--- src/rtl/core/mrp_pkg.sv ---
// ----------------------------------------------------------------------------
// mrp_pkg
// Shared types and constants for the Modbus read-response parser.
// ----------------------------------------------------------------------------
package mrp_pkg;

    localparam int SLOT_MAX        = 4;
    localparam int SLOT_COUNT_DEF  = 4;
    localparam int FRAME_BYTES_DEF = 13;

    localparam logic [15:0] CRC_INIT          = 16'hFFFF;
    localparam logic [15:0] CRC_POLY          = 16'hA001;
    localparam logic [7:0]  FUNC_READ_HOLDING = 8'h03;
    localparam logic [3:0]  FRAME_OVERHEAD    = 4'd5;
    localparam logic [7:0]  ADDR_RESET        = 8'h0A;

    localparam int          PADDR_W      = 3;
    localparam logic [0:0]  REG_SLAVE_ADDR = 1'b0;

    typedef enum logic [1:0] {
        PH_ADDR,
        PH_FUNC,
        PH_COUNT,
        PH_BODY
    } t_phase;

    typedef struct packed {
        logic                      crc_ok;
        logic [2:0]                value_count;
        logic [SLOT_MAX-1:0][15:0] slots;
        logic [31:0]               frames;
    } t_result;

endpackage

--- src/rtl/core/mrp_crc16.sv ---
// ----------------------------------------------------------------------------
// mrp_crc16
// One-byte update of the reflected CRC-16 used by Modbus RTU.
// ----------------------------------------------------------------------------
module mrp_crc16 (
    input  logic [15:0] i_crc,
    input  logic [7:0]  i_byte,
    output logic [15:0] o_crc
);
    import mrp_pkg::*;

    always_comb begin
        logic [15:0] c;
        c = i_crc ^ {8'h00, i_byte};
        for (int k = 0; k < 8; k++) begin
            if (c[0]) begin
                c = (c >> 1) ^ CRC_POLY;
            end else begin
                c = c >> 1;
            end
        end
        o_crc = c;
    end

endmodule

--- src/rtl/core/mrp_cfg_regs.sv ---
// ----------------------------------------------------------------------------
// mrp_cfg_regs
// APB register bank holding the slave address.
// ----------------------------------------------------------------------------
module mrp_cfg_regs (
    input  logic                        i_clk,
    input  logic                        i_rst_n,
    input  logic                        psel,
    input  logic                        penable,
    input  logic                        pwrite,
    input  logic [mrp_pkg::PADDR_W-1:0] paddr,
    input  logic [31:0]                 pwdata,
    output logic [31:0]                 prdata,
    output logic                        pready,
    output logic [7:0]                  o_slave_addr
);
    import mrp_pkg::*;

    logic [7:0] r_slave_addr;
    logic [7:0] n_slave_addr;
    logic       sel_addr;

    assign sel_addr = (paddr[PADDR_W-1:2] == REG_SLAVE_ADDR);

    always_comb begin
        n_slave_addr = r_slave_addr;
        if (psel && penable && pwrite && sel_addr) begin
            n_slave_addr = pwdata[7:0];
        end
    end

    always_ff @(posedge i_clk) begin
        if (!i_rst_n) begin
            r_slave_addr <= ADDR_RESET;
        end else begin
            r_slave_addr <= n_slave_addr;
        end
    end

    assign prdata       = sel_addr ? {24'h000000, r_slave_addr} : 32'h0;
    assign pready       = 1'b1;
    assign o_slave_addr = r_slave_addr;

endmodule

--- src/rtl/core/mrp_frame_parser.sv ---
// ----------------------------------------------------------------------------
// mrp_frame_parser
// Byte-at-a-time frame hunt with running CRC, data staging and slot update.
// ----------------------------------------------------------------------------
module mrp_frame_parser #(
    parameter int SLOT_COUNT  = mrp_pkg::SLOT_COUNT_DEF,
    parameter int FRAME_BYTES = mrp_pkg::FRAME_BYTES_DEF
) (
    input  logic             i_clk,
    input  logic             i_rst_n,
    input  logic             i_accept,
    input  logic [7:0]       i_byte,
    input  logic [7:0]       i_slave_addr,
    output logic             o_res_valid,
    output mrp_pkg::t_result o_res
);
    import mrp_pkg::*;

    localparam int DATA_BYTES = 2 * SLOT_COUNT;
    localparam int DIDX_W     = $clog2(DATA_BYTES);
    localparam int MAX_BC     = (DATA_BYTES < FRAME_BYTES - 5) ? DATA_BYTES
                                                               : FRAME_BYTES - 5;

    t_phase      r_phase,  n_phase;
    logic [3:0]  r_pos,    n_pos;
    logic [3:0]  r_len,    n_len;
    logic [15:0] r_crc,    n_crc;
    logic [7:0]  r_crc_lo, n_crc_lo;
    logic [2:0]  r_count,  n_count;
    logic [31:0] r_frames, n_frames;
    logic [7:0]  r_data [DATA_BYTES];
    logic [7:0]  n_data [DATA_BYTES];
    logic [15:0] r_slot [SLOT_COUNT];
    logic [15:0] n_slot [SLOT_COUNT];

    logic [15:0] crc_in;
    logic [15:0] crc_next;
    logic [3:0]  pos_off;
    logic [4:0]  pos_ahead;
    logic        count_ok;
    logic        crc_match;

    assign crc_in = (r_phase == PH_ADDR) ? CRC_INIT : r_crc;

    mrp_crc16 u_crc (
        .i_crc  (crc_in),
        .i_byte (i_byte),
        .o_crc  (crc_next)
    );

    assign pos_off   = r_pos - 4'd3;
    assign pos_ahead = {1'b0, r_pos} + 5'd2;
    assign count_ok  = (i_byte != 8'h00) && !i_byte[0] && (i_byte <= 8'(MAX_BC));
    assign crc_match = ({i_byte, r_crc_lo} == r_crc);

    always_comb begin
        n_phase     = r_phase;
        n_pos       = r_pos;
        n_len       = r_len;
        n_crc       = r_crc;
        n_crc_lo    = r_crc_lo;
        n_count     = r_count;
        n_frames    = r_frames;
        n_data      = r_data;
        n_slot      = r_slot;
        o_res_valid = 1'b0;
        o_res.crc_ok      = 1'b0;
        if (i_accept) begin
            unique case (r_phase)
                PH_ADDR: begin
                    if (i_byte == i_slave_addr) begin
                        n_crc   = crc_next;
                        n_phase = PH_FUNC;
                    end
                end
                PH_FUNC: begin
                    if (i_byte == FUNC_READ_HOLDING) begin
                        n_crc   = crc_next;
                        n_phase = PH_COUNT;
                    end else begin
                        n_phase = PH_ADDR;
                    end
                end
                PH_COUNT: begin
                    if (count_ok) begin
                        n_crc   = crc_next;
                        n_len   = i_byte[3:0] + FRAME_OVERHEAD;
                        n_count = i_byte[3:1];
                        n_pos   = 4'd3;
                        n_phase = PH_BODY;
                    end else begin
                        n_phase = PH_ADDR;
                    end
                end
                PH_BODY: begin
                    n_pos = r_pos + 4'd1;
                    if (pos_ahead < {1'b0, r_len}) begin
                        n_crc = crc_next;
                        n_data[pos_off[DIDX_W-1:0]] = i_byte;
                    end else if (pos_ahead == {1'b0, r_len}) begin
                        n_crc_lo = i_byte;
                    end else begin
                        // Last CRC byte: the frame is complete.
                        o_res_valid  = 1'b1;
                        o_res.crc_ok = crc_match;
                        n_phase      = PH_ADDR;
                        if (crc_match) begin
                            for (int k = 0; k < SLOT_COUNT; k++) begin
                                if (3'(k) < r_count) begin
                                    n_slot[k] = {r_data[2*k], r_data[2*k+1]};
                                end
                            end
                            n_frames = r_frames + 32'd1;
                        end
                    end
                end
                default: begin
                    n_phase = PH_ADDR;
                end
            endcase
        end
        o_res.value_count = r_count;
        o_res.frames      = n_frames;
        // Slots beyond the configured count are never written and read as zero.
        o_res.slots       = '0;
        for (int k = 0; k < SLOT_COUNT; k++) begin
            o_res.slots[k] = n_slot[k];
        end
    end

    always_ff @(posedge i_clk) begin
        if (!i_rst_n) begin
            r_phase  <= PH_ADDR;
            r_frames <= 32'd0;
            for (int k = 0; k < SLOT_COUNT; k++) begin
                r_slot[k] <= 16'h0000;
            end
        end else begin
            r_phase  <= n_phase;
            r_frames <= n_frames;
            r_slot   <= n_slot;
        end
    end

    always_ff @(posedge i_clk) begin
        r_pos    <= n_pos;
        r_len    <= n_len;
        r_crc    <= n_crc;
        r_crc_lo <= n_crc_lo;
        r_count  <= n_count;
        r_data   <= n_data;
    end

endmodule

--- src/rtl/core/modbus_read_response_parser_core.sv ---
// A result is registered and appears on the output in the cycle after the last CRC byte is taken.
// One byte per cycle while no result is held back; the running CRC is updated by a byte-wide unrolled step.
// Input is stalled only while a finished result waits on the output register.
// Reset (synchronous, active low) returns to address hunting, clears the slots,
// the frame counter and the output register, and sets the slave address to 0x0A.
// ----------------------------------------------------------------------------
// modbus_read_response_parser_core
// Top level: configuration registers, frame parser and output register.
// ----------------------------------------------------------------------------
module modbus_read_response_parser_core #(
    parameter int SLOT_COUNT  = mrp_pkg::SLOT_COUNT_DEF,
    parameter int FRAME_BYTES = mrp_pkg::FRAME_BYTES_DEF
) (
    input  logic                        i_clk,
    input  logic                        i_rst_n,
    input  logic                        psel,
    input  logic                        penable,
    input  logic                        pwrite,
    input  logic [mrp_pkg::PADDR_W-1:0] paddr,
    input  logic [31:0]                 pwdata,
    output logic [31:0]                 prdata,
    output logic                        pready,
    input  logic                        i_valid,
    output logic                        o_ready,
    input  logic [7:0]                  i_rx_byte,
    output logic                        o_valid,
    input  logic                        i_ready,
    output logic                        o_crc_ok,
    output logic [2:0]                  o_value_count,
    output logic signed [15:0]          o_slot0_value,
    output logic signed [15:0]          o_slot1_value,
    output logic signed [15:0]          o_slot2_value,
    output logic signed [15:0]          o_slot3_value,
    output logic [31:0]                 o_frames_accepted
);
    import mrp_pkg::*;

    logic [7:0] slave_addr;
    logic     accept;
    logic     res_valid;
    t_result  res;
    logic     r_out_valid, n_out_valid;
    t_result  r_res;

    mrp_cfg_regs u_cfg (
        .i_clk        (i_clk),
        .i_rst_n      (i_rst_n),
        .psel         (psel),
        .penable      (penable),
        .pwrite       (pwrite),
        .paddr        (paddr),
        .pwdata       (pwdata),
        .prdata       (prdata),
        .pready       (pready),
        .o_slave_addr (slave_addr)
    );

    // A new item may enter whenever the output register is free or being drained.
    assign o_ready = !r_out_valid || i_ready;
    assign accept  = i_valid && o_ready;

    mrp_frame_parser #(
        .SLOT_COUNT  (SLOT_COUNT),
        .FRAME_BYTES (FRAME_BYTES)
    ) u_parser (
        .i_clk        (i_clk),
        .i_rst_n      (i_rst_n),
        .i_accept     (accept),
        .i_byte       (i_rx_byte),
        .i_slave_addr (slave_addr),
        .o_res_valid  (res_valid),
        .o_res        (res)
    );

    always_comb begin
        n_out_valid = r_out_valid;
        if (accept) begin
            n_out_valid = res_valid;
        end else if (i_ready) begin
            n_out_valid = 1'b0;
        end
    end

    always_ff @(posedge i_clk) begin
        if (!i_rst_n) begin
            r_out_valid <= 1'b0;
        end else begin
            r_out_valid <= n_out_valid;
        end
    end

    always_ff @(posedge i_clk) begin
        if (!i_rst_n) begin
            r_res <= '0;
        end else if (accept && res_valid) begin
            r_res <= res;
        end
    end

    assign o_valid           = r_out_valid;
    assign o_crc_ok          = r_res.crc_ok;
    assign o_value_count     = r_res.value_count;
    assign o_slot0_value     = $signed(r_res.slots[0]);
    assign o_slot1_value     = $signed(r_res.slots[1]);
    assign o_slot2_value     = $signed(r_res.slots[2]);
    assign o_slot3_value     = $signed(r_res.slots[3]);
    assign o_frames_accepted = r_res.frames;

endmodule

--- config.mk ---
export PLATFORM = sky130hd
export DESIGN_NAME = modbus_read_response_parser_core
export DESIGN_NICKNAME = d
export VERILOG_FILES = /design/src/rtl/core/mrp_pkg.sv /design/src/rtl/core/mrp_crc16.sv /design/src/rtl/core/mrp_cfg_regs.sv /design/src/rtl/core/mrp_frame_parser.sv /design/src/rtl/core/modbus_read_response_parser_core.sv
export SDC_FILE = /design/constraint.sdc
export NUM_CORES = 1
export LEC_CHECK = 0
export ABC_AREA = 1
export BUFFER_PORTS_ARGS = -buffer_cell sky130_fd_sc_hd__buf_2
export CORE_AREA = 2 2 154 156
export CTS_CLUSTER_DIAMETER = 100
export DETAILED_ROUTE_END_ITERATION = 8
export DIE_AREA = 0 0 156 158
export PLACE_DENSITY = 0.89
export RECOVER_POWER = 50
export SLEW_MARGIN = 20
export SYNTH_ARGS = -nofsm -noshare
export SYNTH_HDL_FRONTEND = slang
export SYNTH_SLANG_ARGS = --single-unit
--- constraint.sdc ---
create_clock -name i_clk -period 4.95 [get_ports i_clk]
set_input_delay 0.99 -clock i_clk [delete_from_list [all_inputs] [get_ports i_clk]]
set_output_delay 0.99 -clock i_clk [all_outputs]
set_load 0.02 [all_outputs]
==> results of run 1 <==
[cell usage after synthesis (all sizes together)]
cell type | instances | area [sq um]
a21o | 1 | 7.51
a21oi | 92 | 460
a31oi | 3 | 18.8
and3 | 1 | 6.26
buf | 57 | 345
clkbuf | 34 | 128
clkinv | 2 | 7.51
conb | 2 | 7.51
dfxtp | 207 | 4140
edfxtp | 99 | 2970
ha | 9 | 113
inv | 225 | 845
nand2 | 315 | 1200
nand3 | 132 | 683
nand3b | 4 | 30.0
nand4 | 41 | 257
nor2 | 95 | 385
nor3 | 5 | 25.0
nor4 | 3 | 18.8
o211ai | 43 | 323
o21a | 24 | 180
o21ai | 59 | 295
o21bai | 23 | 173
xnor2 | 4 | 35.0
xor2 | 19 | 166
[flip-flops by register name, summed over array words and instances, names as in the netlist]
register	cells
o_crc_ok	1
o_frames_accepted	32
o_slot0_value	16
o_slot1_value	16
o_slot2_value	16
o_slot3_value	16
o_valid	1
o_value_count	3
u_cfg.o_slave_addr	8
u_parser.r_count	3
u_parser.r_crc	16
u_parser.r_crc_lo	8
u_parser.r_data	64
u_parser.r_frames	32
u_parser.r_len	4
u_parser.r_phase	2
u_parser.r_pos	4
u_parser.r_slot	64
[cells by family after synthesis]
family / count (synthesis)
compound gates: 245
xor+xnor: 23
fa+ha+maj: 9
buf+inv: 318
flops: 306
other cells: 2
simple gates: 596
[cell usage in the layout, fill, tap and decap left out, types with 2 or more instances in the layout]
master	n
sky130_fd_sc_hd__nand2_1	311
sky130_fd_sc_hd__inv_1	222
sky130_fd_sc_hd__dfxtp_1	207
sky130_fd_sc_hd__nand3_1	130
sky130_fd_sc_hd__clkbuf_1	128
sky130_fd_sc_hd__edfxtp_1	99
sky130_fd_sc_hd__a21oi_1	92
sky130_fd_sc_hd__nor2_1	91
sky130_fd_sc_hd__o211ai_1	43
sky130_fd_sc_hd__nand4_1	41
sky130_fd_sc_hd__o21ai_0	41
sky130_fd_sc_hd__clkbuf_16	31
sky130_fd_sc_hd__conb_1	25
sky130_fd_sc_hd__o21a_1	24
sky130_fd_sc_hd__o21bai_1	23
sky130_fd_sc_hd__xor2_1	19
sky130_fd_sc_hd__o21ai_1	18
sky130_fd_sc_hd__buf_2	14
sky130_fd_sc_hd__ha_1	9
sky130_fd_sc_hd__clkinv_2	9
sky130_fd_sc_hd__nor3_1	5
sky130_fd_sc_hd__nand3b_1	4
sky130_fd_sc_hd__xnor2_1	4
sky130_fd_sc_hd__clkbuf_8	4
sky130_fd_sc_hd__a31oi_1	3
sky130_fd_sc_hd__nor4_1	3
sky130_fd_sc_hd__nand2_2	3
sky130_fd_sc_hd__buf_4	3
sky130_fd_sc_hd__nor2_2	2
sky130_fd_sc_hd__inv_2	2
sky130_fd_sc_hd__inv_4	2
sky130_fd_sc_hd__clkinv_1	2
sky130_fd_sc_hd__clkbuf_2	2
sky130_fd_sc_hd__buf_12	2
[worst min path at each step]
stage,from,endpoint,cells past startpoint
floorplan,u_parser.r_slot[21]$_SDFF_PN0_,u_parser.r_slot[21]$_SDFF_PN0_,2
finish,u_parser.r_slot[39]$_SDFF_PN0_,u_parser.r_slot[39]$_SDFF_PN0_,2
global placement,o_value_count[1]$_SDFFE_PN0P_,o_value_count[1]$_SDFFE_PN0P_,2
detailed placement,o_crc_ok$_SDFFE_PN0P_,o_crc_ok$_SDFFE_PN0P_,2
global route,u_parser.r_slot[23]$_SDFF_PN0_,u_parser.r_slot[23]$_SDFF_PN0_,2
CTS,o_crc_ok$_SDFFE_PN0P_,o_crc_ok$_SDFFE_PN0P_,2
[per-stage QoR]
step | total power [mW] | instances
after floorplan | 2.85 | 1522
after global placement | 2.90 | 1861
after detailed placement | 2.91 | 1861
after CTS | 5.05 | 1917
after global routing | 5.19 | 1917
final | 5.04 | 1917
[routing by layer]
layer / up-vias / global-route usage
met5: - / 0
met4: 0 / 0.0821
met3: 68 / 0.0367
met2: 426 / 0.421
met1: 4877 / 0.294
li1: 5086 / -
[worst reg2reg max path, cell delays in order (launching register included)]
cell,delay [ns]
sky130_fd_sc_hd__edfxtp_1,0.44
sky130_fd_sc_hd__ha_1,0.26
sky130_fd_sc_hd__xor2_1,0.18
sky130_fd_sc_hd__ha_1,0.31
sky130_fd_sc_hd__nand2_1,0.06
sky130_fd_sc_hd__nor2_1,0.14
sky130_fd_sc_hd__nand3b_1,0.12
sky130_fd_sc_hd__nand3_1,0.21
sky130_fd_sc_hd__nand3_4,0.40
sky130_fd_sc_hd__inv_4,0.66
sky130_fd_sc_hd__buf_12,0.39
sky130_fd_sc_hd__nand3_1,0.25
sky130_fd_sc_hd__o211ai_1,0.12
sky130_fd_sc_hd__inv_1,0.07
[final cells by class]
class / instances / area, sq um / area share
Sequential cell: 306 / 7120 / 0.496
Clock inverter: 12 / 92.6 / 0.00645
Multi-Input combinational cell: 898 / 4460 / 0.311
Clock buffer: 44 / 866 / 0.0604
Timing Repair Buffer: 140 / 588 / 0.0410
Inverter: 227 / 855 / 0.0596
Tap cell: 290 / 363 / 0.0253
[power breakdown]
| part | leakage, nW | switching (mW) | internal, mW |
|---|---|---|---|
| Clock | 0.481 | 0.961 | 1.22 |
| Sequential | 2.55 | 0.00866 | 2.61 |
| Combinational | 2.96 | 0.177 | 0.0553 |
==> PnR_summary.wiki, run 1 <==
{| class="wikitable"
! Metric !! Value
|-
| Detail Placement HPWL || 19100 um
|-
| Setup violators final || 0
|-
| Root buffer selected by CTS || sky130_fd_sc_hd__clkbuf_16
|-
| Fin Hold WS || between 0.4 and 0.5 ns
|-
| Final RePlAce weighted congestion || around 0.89
|-
| Final number of max-transition violations || between 100 and 150
|-
| Clock period minus final worst setup slack || between 3 and 4 ns
|-
| CP dominant cell by count || sky130_fd_sc_hd__nand2_1
|-
| Met1 wire length || around 12000 um
|-
| First element of the critical path || i_rx_byte[2]
|-
| RSZ-0062 raised after global routing || no
|-
| Clock-pin slew of the registers on the worst-case setup and hold paths || around 0.060 ns
|-
| Clock tree skew after final layout || 0.0305 ns
|-
| Buffers inserted during post-CTS setup optimization || 0
|-
| Area fraction in compound gates after synthesis || 0.114
|-
| Placed Area || between 10000 and 15000 sq um
|-
| Number of H-tree levels || 1
|-
| Gates resized, CTS repair || 0
|-
| Family with the most delay on the worst path || simple AND/OR/NAND/NOR gates
|-
| Layout area overhead || 11.8%
|-
| Main combinational cell family by area after synthesis || simple AND/OR/NAND/NOR gates
|-
| First-pass iteration count of the detailed router || 6
|-
| Maximum fanout count along the critical path || 21
|-
| Filler Cells Inserted || around 1800
|-
| Area of all placed cells without fillers || around 14000 sq um
|-
| Wire length per cell || about 15 um
|-
| Violated checks || max-capacitance violations, max-slew violations
|-
| Die Span Y || roughly 160 um
|-
| Final hold violations || 0
|-
| Clock tree sinks || 306
|-
| Area fraction in and, or, nand and nor cells after synthesis || 0.203
|-
| Via count || 10500
|-
| Worst-path cell with the longest stage delay || sky130_fd_sc_hd__clkbuf_1
|-
| Run status || finished, violations left
|-
| Number of cells on the worst reg-to-reg path || 13
|-
| Crit. End Element || register
|-
| Number of DRC markers after the initial detailed-route iteration || 940
|-
| Number of routed nets with antenna violations || 0
|-
| Max clock buf depth || 3
|-
| Number of remaining DRC errors || 0
|-
| Final core utilization || 0.622
|-
| Total negative slack for setup checks || 0 ns
|-
| Total routing resource utilization after global routing || 0.236
|-
| Share of synthesized cell area in full adder, half adder and majority cells || 0.00878
|-
| Max capacitance violation total || 1
|-
| Post-synth design cell area || 12800 sq um
|-
| Final worst slack || roughly 1.2 ns
|-
| Initial antenna violation count || 0
|-
| IR drop worst, VDD || 0.311 mV
|-
| Start of the worst register-to-register path || u_parser.r_pos[1]$_SDFFCE_PP1P_
|-
| Number of synthesized register bits || 306
|-
| # diodes || 0
|-
| Fin crit share || 0.766
|-
| Critical path endpoint || o_slot1_value[9]$_SDFFE_PN0P_
|-
| Row count || 56
|-
| Total of hold buffers inserted after clock tree synthesis || 0
|-
| Total Routed Length || approximately 30000 um
|-
| Core outline area || between 20000 and 25000 sq um
|-
| Largest net degree at the start of global routing || ~110
|-
| Routed length on met2 || 14700 um
|-
| Required time worst endpoint || 5.41 ns
|-
| Mux cell area share after synthesis || 0
|-
| Instance count on the critical path || 15
|-
| Later-pin clock latency in the skew report || 0.57 ns
|-
| Stage delay of the slowest cell on the critical path || 0.81 ns
|-
| Total clock buffers created by CTS || 30
|-
| I/O pins || 185
|-
| Path class of the lowest-slack min-delay path || reg -> reg
|-
| Worst slack, placed || ~1.2 ns
|-
| Nets@finish || approximately 1700
|-
| Highest layer used for signal routing || met4
|-
| Cells along the critical path || clkbuf_1 -> inv_1 -> nand2_1 -> nand2_1 -> nor2_1 -> nand2_1 -> nor2_2 -> nand2_4 -> nor2_8 -> buf_4 -> nand2_2 -> nand2_1 -> nand3_1 -> o211ai_1 -> inv_1
|-
| Via count of the first global-routing pass || around 9900
|-
| CTS tree || done
|-
| Slew of the pin with the lowest slew margin || approximately 2 ns
|-
| Length of routed met3 wiring || about 2200 um
|-
| Maximum frequency from static timing analysis || between 200 and 300 MHz
|-
| Pleak || roughly 6 nW
|-
| Flop2flop setup slack || ~1.2 ns
|-
| Initial standard-cell utilization of the core || 0.556
|-
| Endpoint of the most critical register-to-register path || o_slot1_value[9]$_SDFFE_PN0P_
|-
| Startpoint types || input port
|-
| Die Area || around 25000 sq um
|-
| Count of buffer and inverter cells on the critical path || 4
|-
| Via-to-Cell Ratio || about 5.5
|-
| Mapped Avg Cell Area || between 8 and 9 sq um
|-
| Fraction of layout instances using a drive strength above 1 || 0.0498
|-
| Synth Area in XOR/XNOR || 0.0157
|-
| Number of distinct library cells after synthesis || 36
|-
| Count of input and output buffers || approximately 130
|-
| Sequential area share after synthesis || 0.555
|-
| Chip width || 156 um
|-
| Global-route wire length before repair || about 47000 um
|-
| Max-Slew Margin vs Limit || -0.362
|-
| Crit path kind || in -> reg
|-
| Ys Warns || 0
|-
| WP data arrival || about 4.3 ns
|-
| Number of standard cells after synthesis || 1499
|-
| Total grt overflow || 0
|-
| Areal power density over the cells || about 350 nW/um^2
|}
Note: power is estimated with default switching activity, not from simulation.
==> inputs of run 2 (changes only) <==
Clock period 4.95 ns to 3.8 ns, I/O delays scaled along.
==> PnR_summary.wiki, run 2 (synthesized netlist as in run 1, its figures left out) <==
{| class="wikitable"
! Metric !! Value
|-
| Run status || finished, violations left
|-
| Violated checks || max-capacitance violations, max-slew violations
|-
| Global-route wire length before repair || between 40000 and 50000 um
|-
| Total grt overflow || 0
|-
| Root buffer selected by CTS || sky130_fd_sc_hd__clkbuf_16
|-
| Count of buffer and inverter cells on the critical path || 2
|-
| First-pass iteration count of the detailed router || 5
|-
| Total power after layout || 6.56 mW
|-
| Via-to-Cell Ratio || approximately 5.5
|-
| Total clock buffers created by CTS || 29
|-
| Cells along the critical path || ha_1 -> xor2_1 -> ha_1 -> nand2_1 -> nor2_1 -> nand3b_1 -> nand3_1 -> nand3_4 -> nor2_8 -> buf_4 -> nand2_1 -> nand2_1 -> nand3_1 -> o211ai_1 -> inv_1
|-
| Clock period minus final worst setup slack || 3.33 ns
|-
| Fin crit share || 0.875
|-
| Total of hold buffers inserted after clock tree synthesis || 0
|-
| Total negative slack for setup checks || 0 ns
|-
| Gates resized, CTS repair || 0
|-
| Final number of max-transition violations || between 40 and 50
|-
| Die Span Y || about 160 um
|-
| Length of routed met3 wiring || about 2200 um
|-
| Detail Placement HPWL || 19300 um
|-
| Part of the total power dissipated in combinational logic || 0.046
|-
| First element of the critical path || u_parser.r_pos[1]$_SDFFCE_PP1P_
|-
| Setup violators final || 0
|-
| IR drop worst, VDD || 0.402 mV
|-
| Row count || 56
|-
| Max clock buf depth || 3
|-
| Clock tree skew after final layout || around 0.015 ns
|-
| Met1 wire length || 11900 um
|-
| Crit path kind || reg -> reg
|-
| Number of remaining DRC errors || 0
|-
| Count of input and output buffers || 133
|-
| Most common cell after layout, fill and taps aside || sky130_fd_sc_hd__nand2_1
|-
| Via count || about 11000
|-
| Start of the worst register-to-register path || u_parser.r_pos[1]$_SDFFCE_PP1P_
|-
| Max capacitance violation total || 1
|-
| Final hold violations || 0
|-
| Core outline area || ~23000 sq um
|-
| Switching share of power || 0.222
|-
| Most frequent cells in the layout || 312 x sky130_fd_sc_hd__nand2_1, 221 x sky130_fd_sc_hd__inv_1, 207 x sky130_fd_sc_hd__dfxtp_1
|-
| # diodes || 0
|-
| Highest layer used for signal routing || met4
|-
| Maximum fanout count along the critical path || 38
|-
| Stage delay of the slowest cell on the critical path || roughly 0.46 ns
|-
| Placed Area || 13700 sq um
|-
| Initial antenna violation count || 0
|-
| I/O pins || between 150 and 200
|-
| Worst min-delay path startpoint || pwdata[3]
|-
| Initial standard-cell utilization of the core || 0.556
|-
| Number of DRC markers after the initial detailed-route iteration || just under 1000
|-
| Buffers inserted during post-CTS setup optimization || 0
|-
| Filler Cells Inserted || about 1900
|-
| Chip width || ~160 um
|-
| Routed length on met2 || about 14000 um
|-
| Layout area overhead || 12.2%
|-
| Wire length per cell || around 15 um
|-
| Share of total power in sequential cells || 0.521
|-
| P_sw || 1.46 mW
|-
| Areal power density over the cells || approximately 460 nW/um^2
|-
| Family with the most delay on the worst path || simple AND/OR/NAND/NOR gates
|-
| Clock tree sinks || roughly 310
|-
| Internal power consumption || between 5 and 6 mW
|-
| Number of routed nets with antenna violations || 0
|-
| Crit. End Element || register
|-
| Die Area || 24600 sq um
|-
| Clock-pin slew of the registers on the worst-case setup and hold paths || 0.06 ns
|-
| RSZ-0062 raised after global routing || no
|-
| Later-pin clock latency in the skew report || between 0.5 and 0.6 ns
|-
| Via count of the first global-routing pass || 9767
|-
| Max-Slew Margin vs Limit || -0.401
|-
| Path class of the lowest-slack min-delay path || in -> reg
|-
| Total routing resource utilization after global routing || 0.235
|-
| Final non-filler cell total || around 1900
|-
| Area of all placed cells without fillers || between 10000 and 15000 sq um
|-
| Clock network fraction of total power || 0.433
|-
| Pleak || approximately 6 nW
|-
| CP dominant cell by count || sky130_fd_sc_hd__nand2_1
|-
| Biggest registers after layout || u_parser.r_data: 64 flops, u_parser.r_slot: 64 flops
|-
| Number of H-tree levels || 1
|-
| Final core utilization || 0.624
|-
| Required time worst endpoint || 4.22 ns
|-
| Final RePlAce weighted congestion || between 0.9 and 1
|-
| Nets@finish || roughly 1700
|-
| Cell count after placement || around 1900
|-
| Total Routed Length || about 29000 um
|-
| Startpoint types || register
|-
| Worst-path cell with the longest stage delay || sky130_fd_sc_hd__edfxtp_1
|-
| Slew of the pin with the lowest slew margin || between 2 and 2.5 ns
|-
| CTS tree || done
|-
| Maximum frequency from static timing analysis || between 300 and 400 MHz
|-
| Fraction of layout instances using a drive strength above 1 || 0.0520
|-
| WP data arrival || 3.75 ns
|-
| Largest net degree at the start of global routing || 71
|}
## run 2: changes by cell type in the layout (fill, tap and decap cells not counted), sizes merged
cell	delta
buf	+6
clkinv	-2
bufinv	+2
inv	+1
clkinvlp	+1
## run 2: layout make-up
| cell class | instances | area (sq um) | share of cell area |
|---|---|---|---|
| Tap cell | 290 | 363 | 0.0252 |
| Clock buffer | 39 | 803 | 0.0558 |
| Sequential cell | 306 | 7120 | 0.495 |
| Timing Repair Buffer | 151 | 662 | 0.0460 |
| Multi-Input combinational cell | 898 | 4450 | 0.310 |
| Inverter | 227 | 855 | 0.0594 |
| Clock inverter | 14 | 133 | 0.00922 |
## run 2: path summary, 6_finish.rpt
check,to,slack (ns),cells after the start
worst max register to register,o_frames_accepted[15]$_SDFFE_PN0P_,0.47,15
worst min register to register,u_parser.r_slot[39]$_SDFF_PN0_,0.47,2
worst min-delay path,u_cfg.o_slave_addr[3]$_SDFFE_PN1P_,0.44,3
worst max-delay path,o_frames_accepted[15]$_SDFFE_PN0P_,0.47,15
## run 2: power groups by stage
stage	Clock (mW)	Sequential, mW	Combinational (mW)
final	2.84	3.42	0.305
after global routing	3.01	3.42	0.343
after CTS	2.86	3.41	0.311
after detailed placement	0	3.49	0.308
after global placement	0	3.48	0.298
after floorplan	0	3.49	0.229
## run 2: worst register-to-register path: cells and delay by family, from the launching register on
kind	cells	cell delay [ns]
buf+inv	2	0.44
fa+ha+maj	2	0.58
flops	1	0.46
compound gates	1	0.15
xor+xnor	1	0.19
simple gates	9	1.39
## run 2: metrics by stage
stage	hold slack [ns]	setup slack, ns
finish	0.442	0.473
global route	0.458	0.214
CTS	0.434	0.582
detailed placement	0.462	0.665
global placement	0.456	0.707
floorplan	0.447	0.317
## run 2: routing by layer
layer | vias up | global-route usage
li1 | 5101 | -
met1 | 4925 | 0.297
met2 | 446 | 0.401
met3 | 77 | 0.0433
met4 | 0 | 0.0931
met5 | - | 0
==> inputs of run 3 (changes only) <==
--- a/config.mk
+++ b/config.mk
@@ -9,7 +9,7 @@
 export BUFFER_PORTS_ARGS = -buffer_cell sky130_fd_sc_hd__buf_2
-export CORE_AREA = 2 2 154 156
+export CORE_AREA = 2 2 166 168
 export CTS_CLUSTER_DIAMETER = 100
 export DETAILED_ROUTE_END_ITERATION = 8
-export DIE_AREA = 0 0 156 158
-export PLACE_DENSITY = 0.89
+export DIE_AREA = 0 0 168 170
+export PLACE_DENSITY = 0.9
 export RECOVER_POWER = 50
@@ -18,2 +18,3 @@
 export SYNTH_HDL_FRONTEND = slang
+export SYNTH_HIERARCHICAL = 1
 export SYNTH_SLANG_ARGS = --single-unit
--- a/constraint.sdc
+++ b/constraint.sdc
@@ -3,2 +3,2 @@
 set_output_delay 0.76 -clock i_clk [all_outputs]
-set_load 0.02 [all_outputs]
+set_load 0.05 [all_outputs]
==> PnR_summary.wiki, run 3 <==
{| class="wikitable"
! Metric !! Value
|-
| Run status || finished, violations left
|-
| Violated checks || max-capacitance violations, max-slew violations
|-
| Number of routed nets with antenna violations || 0
|-
| Main combinational cell family by area after synthesis || simple AND/OR/NAND/NOR gates
|-
| RSZ-0062 raised after global routing || no
|-
| Area leader, netlist || sky130_fd_sc_hd__dfxtp_1
|-
| Clock tree sinks || ~310
|-
| Count of input and output buffers || about 130
|-
| Largest net degree at the start of global routing || around 110
|-
| IR drop worst, VDD || ~0.36 mV
|-
| Crit path kind || in -> reg
|-
| WP data arrival || 3.66 ns
|-
| I/O pins || ~190
|-
| Root buffer selected by CTS || sky130_fd_sc_hd__clkbuf_16
|-
| Share of synthesized cell area in full adder, half adder and majority cells || 0.00726
|-
| Die Area || between 20000 and 30000 sq um
|-
| Max clock buf depth || 3
|-
| Crit. End Element || register
|-
| Total Routed Length || approximately 35000 um
|-
| Post-synth design cell area || 15500 sq um
|-
| Via-to-Cell Ratio || 5.06
|-
| Ys Warns || 6
|-
| Core outline area || 26700 sq um
|-
| Synth Area in XOR/XNOR || 0.0207
|-
| # diodes || 0
|-
| Most frequent cells after synthesis || 516 x sky130_fd_sc_hd__inv_1, 408 x sky130_fd_sc_hd__nand2_1, 216 x sky130_fd_sc_hd__nor2_1
|-
| Total grt overflow || 0
|-
| Start of the worst register-to-register path || u_parser/r_pos[1]$_SDFFCE_PP1P_
|-
| Pleak || 8.06 nW
|-
| Total routing resource utilization after global routing || 0.238
|-
| Final number of max-transition violations || between 100 and 150
|-
| Area fraction in and, or, nand and nor cells after synthesis || 0.282
|-
| Fin Hold WS || 0.414 ns
|-
| Sequential area share after synthesis || 0.459
|-
| Worst-path cell with the longest stage delay || sky130_fd_sc_hd__clkbuf_1
|-
| Final RePlAce weighted congestion || ~0.88
|-
| Mapped Avg Cell Area || around 7.5 sq um
|-
| Required time worst endpoint || between 3 and 4 ns
|-
| First element of the critical path || i_rx_byte[0]
|-
| Initial standard-cell utilization of the core || 0.582
|-
| Total clock buffers created by CTS || 30
|-
| Worst slack, placed || slightly below 0.4 ns
|-
| Die Span Y || approximately 170 um
|-
| Final worst slack || ~0.31 ns
|-
| Most used standard cell by instance count after synthesis || sky130_fd_sc_hd__inv_1
|-
| Area fraction in compound gates after synthesis || 0.0486
|-
| Final hold violations || 0
|-
| First-pass iteration count of the detailed router || 6
|-
| Path class of the lowest-slack min-delay path || in -> reg
|-
| Chip width || between 150 and 200 um
|-
| Endpoint of the most critical register-to-register path || o_slot1_value[4]$_SDFFE_PN0P_
|-
| Nets@finish || roughly 2200
|-
| Layout area overhead || 9.77%
|-
| Maximum fanout count along the critical path || 18
|-
| Buffers inserted during post-CTS setup optimization || 0
|-
| Family with the most delay on the worst path || buffers and inverters
|-
| Slew of the pin with the lowest slew margin || about 2.3 ns
|-
| Number of DRC markers after the initial detailed-route iteration || about 1200
|-
| Flop2flop setup slack || about 0.41 ns
|-
| Via count || ~13000
|-
| Startpoint types || input port
|-
| Stage delay of the slowest cell on the critical path || 0.90 ns
|-
| Count of buffer and inverter cells on the critical path || 3
|-
| CTS tree || done
|-
| Number of cells on the worst reg-to-reg path || 16
|-
| Number of H-tree levels || 1
|-
| Critical path endpoint || u_parser/r_crc[2]$_DFFE_PP_
|-
| Wire length per cell || roughly 14 um
|-
| Number of synthesized register bits || approximately 300
|-
| Total negative slack for setup checks || 0 ns
|-
| Most common cell after layout, fill and taps aside || sky130_fd_sc_hd__inv_1
|-
| Most common flop cell mapped by yosys || sky130_fd_sc_hd__dfxtp_1
|-
| Number of standard cells after synthesis || 2063
|-
| Number of remaining DRC errors || 0
|-
| Global-route wire length before repair || around 56000 um
|-
| Max-Slew Margin vs Limit || -0.559
|-
| Biggest registers after layout || u_parser/r_data: 64 flops, u_parser/r_slot: 64 flops
|-
| Final core utilization || 0.638
|-
| Clock period minus final worst setup slack || 3.49 ns
|-
| Share of async-settable or async-resettable flops after synthesis || 0
|-
| Max capacitance violation total || 1
|-
| Gates resized, CTS repair || 0
|-
| Initial antenna violation count || 0
|-
| Most frequent cells in the layout || 515 x sky130_fd_sc_hd__inv_1, 414 x sky130_fd_sc_hd__nand2_1, 217 x sky130_fd_sc_hd__nor2_1
|-
| Clock-pin slew of the registers on the worst-case setup and hold paths || approximately 0.060 ns
|-
| Cells along the critical path || clkbuf_1 -> inv_2 -> ha_1 -> nand3_1 -> nand2_1 -> nor3_1 -> nor3_1 -> nor4b_2 -> clkbuf_1
|-
| Number of distinct library cells after synthesis || 40
|-
| Clock tree skew after final layout || 0.0272 ns
|-
| Worst min-delay path startpoint || pwdata[1]
|-
| Mux cell area share after synthesis || 0
|-
| Detail Placement HPWL || around 22000 um
|-
| Placed Area || 16100 sq um
|-
| Maximum frequency from static timing analysis || 287 MHz
|-
| Total of hold buffers inserted after clock tree synthesis || 0
|-
| Instance count on the critical path || 9
|-
| Later-pin clock latency in the skew report || ~0.57 ns
|-
| Via count of the first global-routing pass || 12200
|-
| Area of all placed cells without fillers || roughly 17000 sq um
|-
| Fin crit share || 0.918
|-
| Fraction of layout instances using a drive strength above 1 || 0.146
|-
| Number of flops mapped to enable cells by yosys || between 90 and 100
|-
| Areal power density over the cells || ~400 nW/um^2
|-
| Leading cell types by total area after synthesis || sky130_fd_sc_hd__dfxtp_1 27%, sky130_fd_sc_hd__edfxtp_1 19%, sky130_fd_sc_hd__inv_1 12%, sky130_fd_sc_hd__nand2_1 9.9%, sky130_fd_sc_hd__nor2_1 5.2%
|-
| Row count || 60
|-
| Setup violators final || 0
|-
| Fraction of synthesized cell area taken by the top area cell type || 0.267
|}
==> run 3: cell families (layout without fill, tap and decap cells) <==
group                      count (synthesis)  in the layout
AOI/OAI and AO/OA                         95             95
xor gates and xnor gates                  35             35
adders and majority gates                  9              9
buffers and inverters                    676            770
DFF                                      306            306
other                                      2             25
and+or+nand+nor                          940            940
==> run 3: how the worst min path moves through the flow <==
stage,slack (ns),depth (start not counted),to
2_1_floorplan,0.46,2,u_parser/r_frames[31]$_SDFF_PN0_
3_3_place_gp,0.47,2,u_parser/r_frames[31]$_SDFF_PN0_
3_5_place_dp,0.49,2,u_parser/r_frames[31]$_SDFF_PN0_
4_1_cts,0.41,3,u_cfg/o_slave_addr[1]$_SDFFE_PN1P_
5_1_grt,0.42,3,u_cfg/o_slave_addr[1]$_SDFFE_PN1P_
6_report,0.41,3,u_cfg/o_slave_addr[1]$_SDFFE_PN1P_
==> run 3: power by group <==
part / switching (mW) / total, mW / internal [mW]
Sequential: 0.0142 / 3.42 / 3.41
Combinational: 0.344 / 0.461 / 0.117
Clock: 1.26 / 3.03 / 1.77
==> run 3: metal layers <==
layer | vias up | part of all wire | track usage
met5 | - | 0 | 0
met4 | 0 | 0.031 | 0.0915
met3 | 107 | 0.062 | 0.0335
met2 | 514 | 0.50 | 0.433
met1 | 5858 | 0.41 | 0.285
li1 | 6268 | - | -
==> run 3: worst reg2reg max path, delay by kind of cell (launching register included) <==
family	cells	cell delay [ns]
AOI/OAI and AO/OA	1	0.30
xor gates and xnor gates	1	0.16
adders and majority gates	2	0.55
buffers and inverters	3	0.23
DFF	1	0.45
and+or+nand+nor	9	1.60
==> run 3: per-stage QoR <==
step / total power, mW / cells
finish: 6.92 / 2521
global route: 7.11 / 2521
CTS: 6.94 / 2519
detailed placement: 3.96 / 2463
global placement: 3.94 / 2463
floorplan: 3.87 / 2086
==> run 3: cell type report <==
| class | count | area, sq um |
|---|---|---|
| Sequential cell | 306 | 7120 |
| Clock buffer | 42 | 896 |
| Inverter | 564 | 2120 |
| Tap cell | 341 | 427 |
| Clock inverter | 14 | 128 |
| Multi-Input combinational cell | 1104 | 5630 |
| Timing Repair Buffer | 150 | 703 |
| Fill cell | 2081 | 9630 |
